--- config.mk ---
export PLATFORM = sky130hd
export DESIGN_NAME = rgb_to_hsv_8bit_core
export DESIGN_NICKNAME = d
export VERILOG_FILES = /design/src/rtl/rgbhsv_pkg.sv /design/src/rtl/rgb_to_hsv_8bit_core.sv /design/src/rtl/rgbhsv_front.sv /design/src/rtl/rgbhsv_cell.sv
export SDC_FILE = /design/constraint.sdc
export NUM_CORES = 1
export LEC_CHECK = 0
export ABC_AREA = 1
export BUFFER_PORTS_ARGS = -buffer_cell sky130_fd_sc_hd__buf_2
export CORE_MARGIN = 3
export CORE_UTILIZATION = 30
export CTS_CLUSTER_DIAMETER = 60
export DETAILED_ROUTE_END_ITERATION = 8
export GPL_ROUTABILITY_DRIVEN = 0
export PLACE_DENSITY = 0.54
export SLEW_MARGIN = 20
export SYNTH_ARGS = -nofsm -noshare
export SYNTH_HDL_FRONTEND = slang
export SYNTH_SLANG_ARGS = --single-unit
--- constraint.sdc ---
create_clock -name clk -period 17.25 [get_ports clk]
set_clock_uncertainty 0.05 [all_clocks]
set_input_delay 0.8625 -clock clk [delete_from_list [all_inputs] [get_ports clk]]
set_output_delay 0.8625 -clock clk [all_outputs]
set_load 0.01 [all_outputs]
--- src/rtl/rgbhsv_pkg.sv ---
`default_nettype none

package rgbhsv_pkg;

  // Channel and result widths
  localparam int unsigned CHAN_W = 8;
  localparam int unsigned TDATA_W = 3 * CHAN_W;

  // Divider geometry: one quotient bit per cell
  localparam int unsigned QUO_W = CHAN_W;
  localparam int unsigned NCELLS = QUO_W;
  localparam int unsigned REM_W = 2 * CHAN_W;
  localparam int unsigned DSH_W = CHAN_W + QUO_W - 1;
  localparam int unsigned PROD_W = 14;

  // Hue sectors
  localparam int unsigned SECTOR_SIZE = 85;
  localparam int unsigned SECTOR_SLOPE = SECTOR_SIZE / 2;
  localparam logic [CHAN_W-1:0] OFF_RED = CHAN_W'(0);
  localparam logic [CHAN_W-1:0] OFF_GREEN = CHAN_W'(SECTOR_SIZE);
  localparam logic [CHAN_W-1:0] OFF_BLUE = CHAN_W'(2 * SECTOR_SIZE);

  // Payload handed from cell to cell
  typedef struct packed {
    logic [REM_W-1:0]  s_rem;   // saturation partial remainder
    logic [DSH_W-1:0]  s_dsh;   // aligned saturation divisor (max)
    logic [QUO_W-1:0]  s_quo;
    logic [REM_W-1:0]  h_rem;   // hue partial remainder (magnitude)
    logic [DSH_W-1:0]  h_dsh;   // aligned hue divisor (spread)
    logic [QUO_W-1:0]  h_quo;
    logic              h_neg;   // hue numerator was negative
    logic [CHAN_W-1:0] h_off;   // sector offset
    logic [CHAN_W-1:0] val;     // largest channel
    logic              black;   // largest channel is zero
  } lane_t;

  // Stage control between neighbours
  typedef struct packed {
    logic valid;
    logic en;
  } stage_ctl_t;

endpackage

`default_nettype wire

--- src/rtl/rgb_to_hsv_8bit_core.sv ---
`default_nettype none

// Ten register stages from input transaction to out_tvalid
// (front stage loaded on the accepting edge, eight divider cells at one
// quotient bit each, output register).
// Throughput: one pixel per cycle; the whole pipe advances together and
// holds while a finished result waits on out_tready.
// Reset: synchronous, active low; clears all valid bits, payload is not reset.
module rgb_to_hsv_8bit_core (
  input  wire logic                               clk,
  input  wire logic                               rst_n,
  input  wire logic                               in_tvalid,
  output logic                                    in_tready,
  // [7:0] red, [15:8] green, [23:16] blue
  input  wire logic [rgbhsv_pkg::TDATA_W-1:0]     in_tdata,
  output logic                                    out_tvalid,
  input  wire logic                               out_tready,
  // [7:0] hue, [15:8] saturation, [23:16] brightness_value
  output logic [rgbhsv_pkg::TDATA_W-1:0]          out_tdata
);

  localparam int unsigned CW = rgbhsv_pkg::CHAN_W;

  logic                   en;
  rgbhsv_pkg::stage_ctl_t ctl [0:rgbhsv_pkg::NCELLS];
  rgbhsv_pkg::lane_t      lane [0:rgbhsv_pkg::NCELLS];
  logic                   valid [0:rgbhsv_pkg::NCELLS];
  logic [CW-1:0]          hq;
  logic [CW-1:0]          hue_nxt;
  logic [CW-1:0]          sat_nxt;
  logic                   out_valid_r;
  logic [rgbhsv_pkg::TDATA_W-1:0] out_data_r;

  // Pipe advances unless a result is stuck at the output
  assign en        = out_tready || !out_valid_r;
  assign in_tready = en;

  assign ctl[0].valid = in_tvalid;
  assign ctl[0].en    = en;

  rgbhsv_front u_front (
    .clk     (clk),
    .rst_n   (rst_n),
    .ctl_i   (ctl[0]),
    .red     (in_tdata[CW-1:0]),
    .green   (in_tdata[2*CW-1:CW]),
    .blue    (in_tdata[3*CW-1:2*CW]),
    .lane_o  (lane[0]),
    .valid_o (valid[0])
  );

  // Divider chain
  for (genvar i = 0; i < rgbhsv_pkg::NCELLS; i++) begin : g_cell
    assign ctl[i+1].valid = valid[i];
    assign ctl[i+1].en    = en;
    rgbhsv_cell u_cell (
      .clk     (clk),
      .rst_n   (rst_n),
      .ctl_i   (ctl[i+1]),
      .lane_i  (lane[i]),
      .lane_o  (lane[i+1]),
      .valid_o (valid[i+1])
    );
  end

  // Sign, sector offset and the black / grey cases
  always_comb begin
    hq = lane[rgbhsv_pkg::NCELLS].h_neg ? (CW'(0) - lane[rgbhsv_pkg::NCELLS].h_quo)
                                        : lane[rgbhsv_pkg::NCELLS].h_quo;
    sat_nxt = lane[rgbhsv_pkg::NCELLS].black ? '0 : lane[rgbhsv_pkg::NCELLS].s_quo;
    if (sat_nxt == '0) begin
      hue_nxt = '0;
    end else begin
      hue_nxt = hq + lane[rgbhsv_pkg::NCELLS].h_off;
    end
  end

  // Output register
  always_ff @(posedge clk) begin
    if (!rst_n) begin
      out_valid_r <= 1'b0;
    end else if (en) begin
      out_valid_r <= valid[rgbhsv_pkg::NCELLS];
    end
  end

  always_ff @(posedge clk) begin
    if (en) begin
      out_data_r <= {lane[rgbhsv_pkg::NCELLS].val, sat_nxt, hue_nxt};
    end
  end

  assign out_tvalid = out_valid_r;
  assign out_tdata  = out_data_r;

  // Black pixel gives zero hue and saturation
  a_black: assert property (@(posedge clk) disable iff (!rst_n)
    out_tvalid && out_tdata[3*CW-1:2*CW] == '0 |-> out_tdata[2*CW-1:0] == '0)
    else $error("black pixel with nonzero hue or saturation");

  // Zero saturation forces zero hue
  a_grey: assert property (@(posedge clk) disable iff (!rst_n)
    out_tvalid && out_tdata[2*CW-1:CW] == '0 |-> out_tdata[CW-1:0] == '0)
    else $error("grey pixel with nonzero hue");

  // Saturation division finished: remainder below the divisor
  a_srem: assert property (@(posedge clk) disable iff (!rst_n)
    valid[rgbhsv_pkg::NCELLS] && !lane[rgbhsv_pkg::NCELLS].black |->
    lane[rgbhsv_pkg::NCELLS].s_rem < rgbhsv_pkg::REM_W'(lane[rgbhsv_pkg::NCELLS].val))
    else $error("saturation remainder not reduced");

  // A held result leaves the whole pipe frozen
  a_hold: assert property (@(posedge clk) disable iff (!rst_n)
    out_tvalid && !out_tready |=> $stable(valid[rgbhsv_pkg::NCELLS]))
    else $error("pipe moved while output stalled");

endmodule

`default_nettype wire

--- src/rtl/rgbhsv_front.sv ---
`default_nettype none

module rgbhsv_front (
  input  wire logic                              clk,
  input  wire logic                              rst_n,
  input  wire rgbhsv_pkg::stage_ctl_t            ctl_i,
  input  wire logic [rgbhsv_pkg::CHAN_W-1:0]     red,
  input  wire logic [rgbhsv_pkg::CHAN_W-1:0]     green,
  input  wire logic [rgbhsv_pkg::CHAN_W-1:0]     blue,
  output rgbhsv_pkg::lane_t                      lane_o,
  output logic                                   valid_o
);

  logic [rgbhsv_pkg::CHAN_W-1:0] mx;
  logic [rgbhsv_pkg::CHAN_W-1:0] mn;
  logic [rgbhsv_pkg::CHAN_W-1:0] spread;
  logic [rgbhsv_pkg::CHAN_W-1:0] hx;
  logic [rgbhsv_pkg::CHAN_W-1:0] hy;
  logic [rgbhsv_pkg::CHAN_W-1:0] off;
  logic                          d_neg;
  logic [rgbhsv_pkg::CHAN_W-1:0] dmag;
  logic [rgbhsv_pkg::PROD_W-1:0] prod;
  logic [rgbhsv_pkg::PROD_W-1:0] half;
  logic [rgbhsv_pkg::PROD_W-1:0] hmag;
  logic                          hneg;
  logic [rgbhsv_pkg::REM_W-1:0]  snum;
  rgbhsv_pkg::lane_t             lane_nxt;
  rgbhsv_pkg::lane_t             lane_r;
  logic                          valid_r;

  // Max, min and dominant channel (red, green, blue priority on ties)
  always_comb begin
    mx = red;
    if (green > mx) mx = green;
    if (blue > mx) mx = blue;
    mn = red;
    if (green < mn) mn = green;
    if (blue < mn) mn = blue;
    spread = mx - mn;
    if (mx == red) begin
      hx  = green;
      hy  = blue;
      off = rgbhsv_pkg::OFF_RED;
    end else if (mx == green) begin
      hx  = blue;
      hy  = red;
      off = rgbhsv_pkg::OFF_GREEN;
    end else begin
      hx  = red;
      hy  = green;
      off = rgbhsv_pkg::OFF_BLUE;
    end
  end

  // Hue numerator as sign and magnitude: diff*slope + spread/2
  always_comb begin
    d_neg = hy > hx;
    dmag  = d_neg ? (hy - hx) : (hx - hy);
    prod  = rgbhsv_pkg::PROD_W'(dmag) *
            rgbhsv_pkg::PROD_W'(rgbhsv_pkg::SECTOR_SLOPE);
    half  = rgbhsv_pkg::PROD_W'(spread[rgbhsv_pkg::CHAN_W-1:1]);
    if (!d_neg) begin
      hmag = prod + half;
      hneg = 1'b0;
    end else if (half >= prod) begin
      hmag = half - prod;
      hneg = 1'b0;
    end else begin
      hmag = prod - half;
      hneg = 1'b1;
    end
  end

  // Saturation numerator: 255*spread + max/2
  assign snum = {spread, rgbhsv_pkg::CHAN_W'(0)} - rgbhsv_pkg::REM_W'(spread)
              + rgbhsv_pkg::REM_W'(mx[rgbhsv_pkg::CHAN_W-1:1]);

  always_comb begin
    lane_nxt.s_rem = snum;
    lane_nxt.s_dsh = {mx, (rgbhsv_pkg::QUO_W-1)'(0)};
    lane_nxt.s_quo = '0;
    lane_nxt.h_rem = rgbhsv_pkg::REM_W'(hmag);
    lane_nxt.h_dsh = {spread, (rgbhsv_pkg::QUO_W-1)'(0)};
    lane_nxt.h_quo = '0;
    lane_nxt.h_neg = hneg;
    lane_nxt.h_off = off;
    lane_nxt.val   = mx;
    lane_nxt.black = (mx == '0);
  end

  // Stage register
  always_ff @(posedge clk) begin
    if (!rst_n) begin
      valid_r <= 1'b0;
    end else if (ctl_i.en) begin
      valid_r <= ctl_i.valid;
    end
  end

  always_ff @(posedge clk) begin
    if (ctl_i.en) begin
      lane_r <= lane_nxt;
    end
  end

  assign lane_o  = lane_r;
  assign valid_o = valid_r;

endmodule

`default_nettype wire

--- src/rtl/rgbhsv_cell.sv ---
`default_nettype none

module rgbhsv_cell (
  input  wire logic                   clk,
  input  wire logic                   rst_n,
  input  wire rgbhsv_pkg::stage_ctl_t ctl_i,
  input  wire rgbhsv_pkg::lane_t      lane_i,
  output rgbhsv_pkg::lane_t           lane_o,
  output logic                        valid_o
);

  logic              s_ge;
  logic              h_ge;
  rgbhsv_pkg::lane_t lane_nxt;
  rgbhsv_pkg::lane_t lane_r;
  logic              valid_r;

  // One restoring step for each divider
  assign s_ge = lane_i.s_rem >= rgbhsv_pkg::REM_W'(lane_i.s_dsh);
  assign h_ge = lane_i.h_rem >= rgbhsv_pkg::REM_W'(lane_i.h_dsh);

  always_comb begin
    lane_nxt       = lane_i;
    lane_nxt.s_rem = s_ge ? (lane_i.s_rem - rgbhsv_pkg::REM_W'(lane_i.s_dsh))
                          : lane_i.s_rem;
    lane_nxt.s_quo = {lane_i.s_quo[rgbhsv_pkg::QUO_W-2:0], s_ge};
    lane_nxt.s_dsh = lane_i.s_dsh >> 1;
    lane_nxt.h_rem = h_ge ? (lane_i.h_rem - rgbhsv_pkg::REM_W'(lane_i.h_dsh))
                          : lane_i.h_rem;
    lane_nxt.h_quo = {lane_i.h_quo[rgbhsv_pkg::QUO_W-2:0], h_ge};
    lane_nxt.h_dsh = lane_i.h_dsh >> 1;
  end

  always_ff @(posedge clk) begin
    if (!rst_n) begin
      valid_r <= 1'b0;
    end else if (ctl_i.en) begin
      valid_r <= ctl_i.valid;
    end
  end

  always_ff @(posedge clk) begin
    if (ctl_i.en) begin
      lane_r <= lane_nxt;
    end
  end

  assign lane_o  = lane_r;
  assign valid_o = valid_r;

endmodule

`default_nettype wire

# Word-level counts from Yosys, hierarchy flattened
# Cells that the tools add are included.
# word_totals
ff_bits	586
in_bits	28
output_inout_bits	26
word_cells	171
# op_classes
addsub	24
n_mul	1
magnitude_cmp	22
eq_ne	2
muxes	29
n_reduce_logical	4
# op_table
operator	count
2-to-1 mux 16 bit	13
2-to-1 mux 8 bit	12
2-to-1 mux 14 bit	3
greater-or-equal comparator 16 x 10 -> 1 bit	2
greater-or-equal comparator 16 x 11 -> 1 bit	2
greater-or-equal comparator 16 x 12 -> 1 bit	2
greater-or-equal comparator 16 x 13 -> 1 bit	2
greater-or-equal comparator 16 x 14 -> 1 bit	2
greater-or-equal comparator 16 x 8 -> 1 bit	2
greater-or-equal comparator 16 x 9 -> 1 bit	2
subtractor 16 x 10 -> 16 bit	2
subtractor 16 x 11 -> 16 bit	2
subtractor 16 x 12 -> 16 bit	2
subtractor 16 x 13 -> 16 bit	2
subtractor 16 x 14 -> 16 bit	2
subtractor 16 x 9 -> 16 bit	2
greater-than comparator 8 bit	3
subtractor 8 bit	3
adder 16 x 7 -> 16 bit	1
== test 8 bit	2
greater-or-equal comparator 16 x 15 -> 1 bit	1
zero test 8 bit	2
less-than comparator 8 bit	2
subtractor 14 x 15 -> 16 bit	1
13 further kinds	13

# Logic depth before layout (Yosys ltp)
# Gate-level depths: netlist of the first run.
# logic_depth
depth_word	13
ltp_mapped	67

# Cells and area by module
# Synthesis of the first run repeated with hierarchy kept, for this count alone.
# hier_totals
hier_cells	6175
area_unflattened_um2	52131.2
# by_module_without_submodules
mod	n_inst	cells_per_inst	area_each_um2
rgbhsv_cell at g_cell[1].u_cell ...	7	629	5445.2
rgbhsv_front	1	993	7096.8
rgbhsv_cell at g_cell[0].u_cell	1	629	5450.2
rgb_to_hsv_8bit_core	1	150	1467.7

# Worst setup path after synthesis of the first run
# Ideal clock, no wire load.
# synth_timing
path_type	input-to-reg
start	in in_tdata[7] (netlist name)
end	reg u_front.lane_r, in the netlist u_front.lane_o[52] (data pin)
setup_ns	0.253
arrival_ns	8.974
setup_slack_ns	7.973
cell_stages	55
n_path_buf	4
cell_sequence	inv_1 > ha_1 > a21o_1 > nor2_2 > nand2_2 > nand2_4 > buf_6 > nand2_1 > o21ai_2 > ha_1 > a21oi_1 > o21ai_0 > o21ai_4 > buf_2 > nor2_1 > a21oi_1 > nand2_1 > nand4_1 > [19 not listed] > inv_1 > fa_1 > inv_1 > ha_1 > a21oi_1 > nand2_1 > a21oi_1 > o21ai_0 > xor2_1 > nand2_1 > nor2_1 > nand3_1 > nand2_1 > nor2_1 > o21ai_1 > nand2_1 > nand2_1 > nand2_1
# synth_lines
element	line_no	rtl
start: declaration	rgb_to_hsv_8bit_core.sv:15	input wire logic [rgbhsv_pkg::TDATA_W-1:0] in_tdata,
end signal: assignment	rgbhsv_front.sv:102	lane_r <= lane_nxt;
end: declaration	rgbhsv_front.sv:28	rgbhsv_pkg::lane_t lane_r;

==> metrics.cfg, run 1 <==
[synth]
ys_seq_area_share_pct = 53.4
synth_ff_type = edfxtp_1
async_flop_share_pct = 0
yosysWarnings = 0
syn_avg_cell_area_um2 = 10.1
synth_top_area_cell = edfxtp_1
synth_cell_types = 56
postSynthCellCount = 2887
synth_top_area_share_pct = 52.7
synth_edf_count = 514
syn-cell-area_um2 = 29300
syn_nets = 3171
ys_ff_latch = 524
yosys-top-cells-area = edfxtp_1, ha_1, nand2_1, inv_1, xor2_1

[final_layout]
fin_nets = 3245
regArea_um2 = 15600
area_growth_pct = 12.2
diodes = 0
fill_cells = 9703
multiInputGateArea_um2 = 11800
drive_gt1_share_pct = 6.69

[placed_design]
io_buffer_count = 53
dp_hpwl_um = 40000

[cts]
holdBufCountCts = 0
path_clk_slew_ns = 0.06
post_cts_resized = 0
htreeDepth = 2
clockRootBuffer = clkbuf_16
numCtsBuffers = 57
postCtsSetupBuffers = 0
cts_sinks = 524
cts_tree = built
clk_path_buf_depth = 3
clkLatencyLatePin_ns = 0.60

[setup_path]
worst-path-buf-inv = 9
cpMostUsedCell = nand2_1
critPathMaxStageDelay_ns = 0.59
cp.arrival_ns = 11.37
critPathTopFamily = compound AO/OA/AOI/OAI gates
slowest_stage = o21ai_4
cp.required_ns = 17.54
cp-end-kind = flop
crit_fanout = 35
reg2reg_slack_ns = 13.07
cp-start-kind = input port
path_class = in2reg

[timing]
min_period_over_period_pct = 64.2
setup_viol = 0
layout_min_cycle_time_ns = 11.08
slew_viol_final = 0
tightest_slew_ns = 1.06
max_slew_margin_pct = 29.6
rsz0062_at_grt = no
hold_viol = 0
fmax_mhz = 90.3
setup_tns_ns = 0

[die]
die_y_um = 318
ios = 54
core_area_um2 = 95900
initial_utilization_pct = 30.5
dieArea_um2 = 101000
row_count = 113
die_x_um = 318

[drt]
drt_first_pass_iters = 5
route.detailed.wl_per_inst_um = 12.4
routed_wl_um = 53100
via_per_inst = 4.47
drtIter0Drc = 1030
num_vias = 19100
ant_nets = 0
drc_errors = 0

[hold_path]
hold_class = reg2reg

[global_route]
grt_pass1_wl_um = 90400
grt.total_usage_pct = 10.5
grt_pass1_vias = 18900
grt_overflow = 0
grt_max_degree = 201
antenna_found_initial = 0

[run_status]
status = completed

[flow_run]
drv_cap = 0

-- registers in the layout, indices dropped and copies added (netlist names) --
name and count:
g_cell.u_cell.lane_o 441, g_cell.u_cell.valid_o 8, out_tdata 24, out_tvalid 1, u_front.lane_o 49, u_front.valid_o 1
-- worst reg2reg max path, stage by stage (launching register included) --
cell	delay, ns
dfxtp_1	0.31
inv_1	0.05
nor2_1	0.16
inv_8	0.45
buf_12	0.72
buf_4	1.13
buf_4	0.88
-- cell usage after synthesis, drive strengths merged (24+ instances only) --
library cell,n
inv,421
nand3,111
xor2,107
edfxtp,514
nor2,245
a21oi,189
ha,231
xnor2,51
clkbuf,29
nand4,33
fa,25
nor4,24
nor3,37
o21ai,197
nand2,518
-- metal layers --
layer	vias to the layer above	wire (um)	global-route usage, %
met3	93	1940	1.79
met5	-	0	0
met4	0	1420	3.34
met1	8622	24700	13.4
li1	10100	-	-
met2	294	25000	18.0
-- metrics by stage --
stage                     std cells  area, um2  setup WS [ns]  hold slack [ns]  util (%)
after detailed placement       4167      30900           5.67            0.355      32.3
after global routing           4268      32800           5.03            0.352      34.3
after floorplan                2887      29300           7.97            0.350         -
final                          4268      32800           6.17            0.350      34.3
after global placement         4167      30900           5.91            0.351      32.3
after CTS                      4268      32800           6.31            0.344      34.2
-- cells by family after synthesis --
family / synth area share (%)
AOI/OAI and AO/OA: 9.36
xor gates and xnor gates: 4.73
adders and majority gates: 11.6
buffers and inverters: 6.22
DFF: 53.4
muxes: 0.0684
and+or+nand+nor: 14.6
-- cell usage in the layout (no fill, tap or decap), types with 4 or more instances in the layout --
master | netlist | routed
a211o_1 | 4 | 4
a211oi_1 | 11 | 11
a21o_1 | 15 | 15
a21oi_1 | 186 | 186
a31oi_1 | 8 | 8
and2_1 | 7 | 7
buf_2 | 7 | 53
buf_4 | 0 | 5
bufinv_16 | 0 | 7
clkbuf_1 | 29 | 9
clkbuf_16 | 0 | 58
clkinv_1 | 0 | 5
clkinv_2 | 0 | 15
dfxtp_1 | 10 | 10
edfxtp_1 | 514 | 514
fa_1 | 25 | 25
ha_1 | 231 | 231
inv_1 | 416 | 416
nand2_1 | 509 | 509
nand2_2 | 7 | 7
nand3_1 | 101 | 101
nand3_2 | 10 | 10
nand3b_1 | 13 | 13
nand4_1 | 33 | 33
nor2_1 | 240 | 238
nor2_2 | 4 | 6
nor3_1 | 37 | 36
nor4_1 | 24 | 24
o211ai_1 | 8 | 8
o21a_1 | 11 | 11
o21ai_0 | 173 | 173
o21ai_1 | 13 | 13
o21ai_2 | 10 | 10
o21bai_1 | 11 | 11
o221ai_1 | 4 | 4
o31ai_1 | 5 | 5
o41ai_1 | 4 | 4
or2_2 | 8 | 8
xnor2_1 | 51 | 51
xor2_1 | 107 | 107
-- path summary, 6_finish.rpt --
kind                                         startpoint  cells past startpoint                               endpoint
hold / removal    g_cell[5].u_cell.lane_o[23]$_DFFE_PP_                      0  g_cell[6].u_cell.lane_o[24]$_DFFE_PP_
hold reg to reg   g_cell[5].u_cell.lane_o[23]$_DFFE_PP_                      0  g_cell[6].u_cell.lane_o[24]$_DFFE_PP_
setup reg to reg                out_tvalid$_SDFFE_PN0P_                      6           u_front.lane_o[39]$_DFFE_PP_
setup / recovery                            in_tdata[6]                     54           u_front.lane_o[54]$_DFFE_PP_
-- final cells by class --
class                   count  share of cell area [%]
flip-flops and latches    524                    47.6
inverters                 421                    4.85
multi-input cells        1898                    36.0
clock inverters            34                    1.19
clock buffers              67                    4.52
repair buffers             59                   0.983
well taps                1265                    4.82
Power of run 1 is left out: the tool's default activity adds up to more than one toggle a clock period on the data nets, which glitch-free logic cannot reach.
==> run 2: changes to the inputs <==
- clock period: 17.25 -> 10.91 ns (I/O delays scaled with it)
==> metrics.cfg, run 2 (same netlist as run 1, synthesis figures left out) <==
[cts]
htreeDepth = 2  ; unchanged
clockRootBuffer = clkbuf_16  ; unchanged
holdBufCountCts = 0  ; unchanged
postCtsSetupBuffers = 0  ; unchanged
numCtsBuffers = 60  ; was 57
clkLatencyLatePin_ns = 0.61  ; was 0.60 ns
clk_path_buf_depth = 3  ; unchanged
cts_tree = built  ; unchanged
path_clk_slew_ns = 0.06  ; about the same
cts_sinks = 524  ; unchanged

[setup_path]
worstReg2RegEnd = g_cell[1].u_cell.lane_o[54]$_DFFE_PP_  ; was u_front.lane_o[39]$_DFFE_PP_
slowest_stage = fa_1  ; was o21ai_4
cp.required_ns = 11.22  ; was 17.54 ns
crit_fanout = 17  ; was 35
path_class = in2reg  ; unchanged
reg2reg_slack_ns = 7.45  ; was 13.07 ns
cp-start-kind = input port  ; unchanged
cp-end-kind = flop  ; unchanged
endpoint = u_front.lane_o[54]$_DFFE_PP_  ; unchanged
rr_worst_depth = 5  ; was 6
r2r-start = out_tvalid$_SDFFE_PN0P_  ; unchanged
cp-startpoint = in_tdata[3]  ; was in_tdata[6]
cpMostUsedCell = nand2_1  ; unchanged
cp.arrival_ns = 10.26  ; was 11.37 ns
critPathMaxStageDelay_ns = 0.49  ; was 0.59 ns

[timing]
max_slew_margin_pct = 29.3  ; was 29.6%
slew_viol_final = 0  ; unchanged
layout_min_cycle_time_ns = 9.95
rsz0062_at_grt = no  ; unchanged
min_period_over_period_pct = 91.2
setup_tns_ns = 0  ; unchanged
setup_slack_ns = 0.955  ; was 6.17 ns
setup_viol = 0  ; unchanged
fmax_mhz = 100
hold_viol = 0  ; unchanged
tightest_slew_ns = 1.06  ; about the same

[run_status]
status = completed  ; unchanged

[final_layout]
fin_nets = 3255  ; was 3245
layout_commonest_cell = edfxtp_1  ; unchanged
diodes = 0  ; unchanged
most-common-layout-cells = edfxtp_1, nand2_1, inv_1, nor2_1, ha_1  ; unchanged
largest_register_ffs = 441  ; unchanged
area_growth_pct = 12.8  ; was 12.2%
drive_gt1_share_pct = 7.05  ; was 6.69%

[drt]
met2_length_um = 25400  ; was 25000 um
dr.max_layer_used = met4  ; unchanged
routed-wl-met3_um = 2290  ; was 1940 um
wl_met1_um = 24500  ; was 24700 um
num_vias = 19100  ; about the same
drt_first_pass_iters = 5  ; unchanged
drtIter0Drc = 1206  ; was 1030
drc_errors = 0  ; unchanged
via_per_inst = 4.47  ; about the same
route.detailed.wl_per_inst_um = 12.5  ; was 12.4 um
ant_nets = 0  ; unchanged
routed_wl_um = 53600  ; was 53100 um

[hold_path]
hold_class = in2reg  ; was reg2reg
hold_path.startpoint = in_tvalid  ; was g_cell[5].u_cell.lane_o[23]$_DFFE_PP_

[die]
core_area_um2 = 95900  ; unchanged
ios = 54  ; unchanged
row_count = 113  ; unchanged
initial_utilization_pct = 30.5  ; unchanged
die_x_um = 318  ; unchanged
die_y_um = 318  ; unchanged
dieArea_um2 = 101000  ; unchanged

[global_route]
antenna_found_initial = 0  ; unchanged
grt_pass1_wl_um = 89300  ; was 90400 um
grt.total_usage_pct = 10.4  ; was 10.5%
grt_max_degree = 192  ; was 201
grt_overflow = 0  ; unchanged
grt_pass1_vias = 18700  ; was 18900

[placed_design]
place_ws_ns = 0.322  ; was 5.67 ns
io_buffer_count = 53  ; unchanged
dp_hpwl_um = 40000  ; about the same

[flow_run]
drv_cap = 0  ; unchanged

-- run 2: changes by cell type in the layout (fill, tap and decap cells not counted), sizes merged --
cell / delta
clkinvlp: +1
inv: +6
o21ai: +1
buf: +6
clkbuf: +1
clkinv: +3
-- run 2: how the worst min path moves through the flow --
stage	to	slack, ns	depth (start not counted)
after CTS	u_front.valid_o$_SDFFE_PN0P_	0.12	3
after global routing	u_front.valid_o$_SDFFE_PN0P_	0.15	3
after detailed placement	g_cell[2].u_cell.lane_o[15]$_DFFE_PP_	0.35	0
final	u_front.valid_o$_SDFFE_PN0P_	0.16	3
after floorplan	g_cell[0].u_cell.lane_o[0]$_DFFE_PP_	0.35	0
after global placement	g_cell[5].u_cell.lane_o[14]$_DFFE_PP_	0.35	0
-- run 2: area by class of cell --
class | count | area [um2]
sequential | 524 | 15600
clock inverter | 44 | 442
fill | 9644 | 62800
timing repair buffer | 65 | 368
inverter | 421 | 1590
multi-input combinational | 1899 | 11800
tap | 1265 | 1580
clock buffer | 68 | 1550
-- run 2: per-layer routing --
metal  vias to the layer above  global-route usage [%]
met3                        95                    1.90
met5                         -                       0
met1                      8654                    13.2
met2                       308                    18.0
met4                         0                    3.21
li1                      10100                       -
-- run 2: critical path, delay by kind of cell --
kind / cells / cell delay [ns]
simple gates: 24 / 3.13
buf+inv: 7 / 0.73
compound gates: 14 / 2.57
xor+xnor: 2 / 0.66
fa+ha+maj: 8 / 2.64
-- run 2: repair_timing --
item	in CTS	in global routing
endpoints found under the setup margin	0	2
resized for setup	0	1
hold endpoints to repair	0	0
-- run 2: per-stage QoR --
stage | hold WS (ns) | cell area [um2] | util [%] | instances
6_report | 0.164 | 33000 | 34.4 | 4286
5_1_grt | 0.145 | 33000 | 34.4 | 4286
4_1_cts | 0.116 | 33000 | 34.4 | 4285
3_5_place_dp | 0.355 | 31000 | 32.3 | 4173
3_3_place_gp | 0.351 | 31000 | 32.3 | 4173
2_1_floorplan | 0.350 | 29300 | - | 2887
Power of run 2 is left out for the same reason.
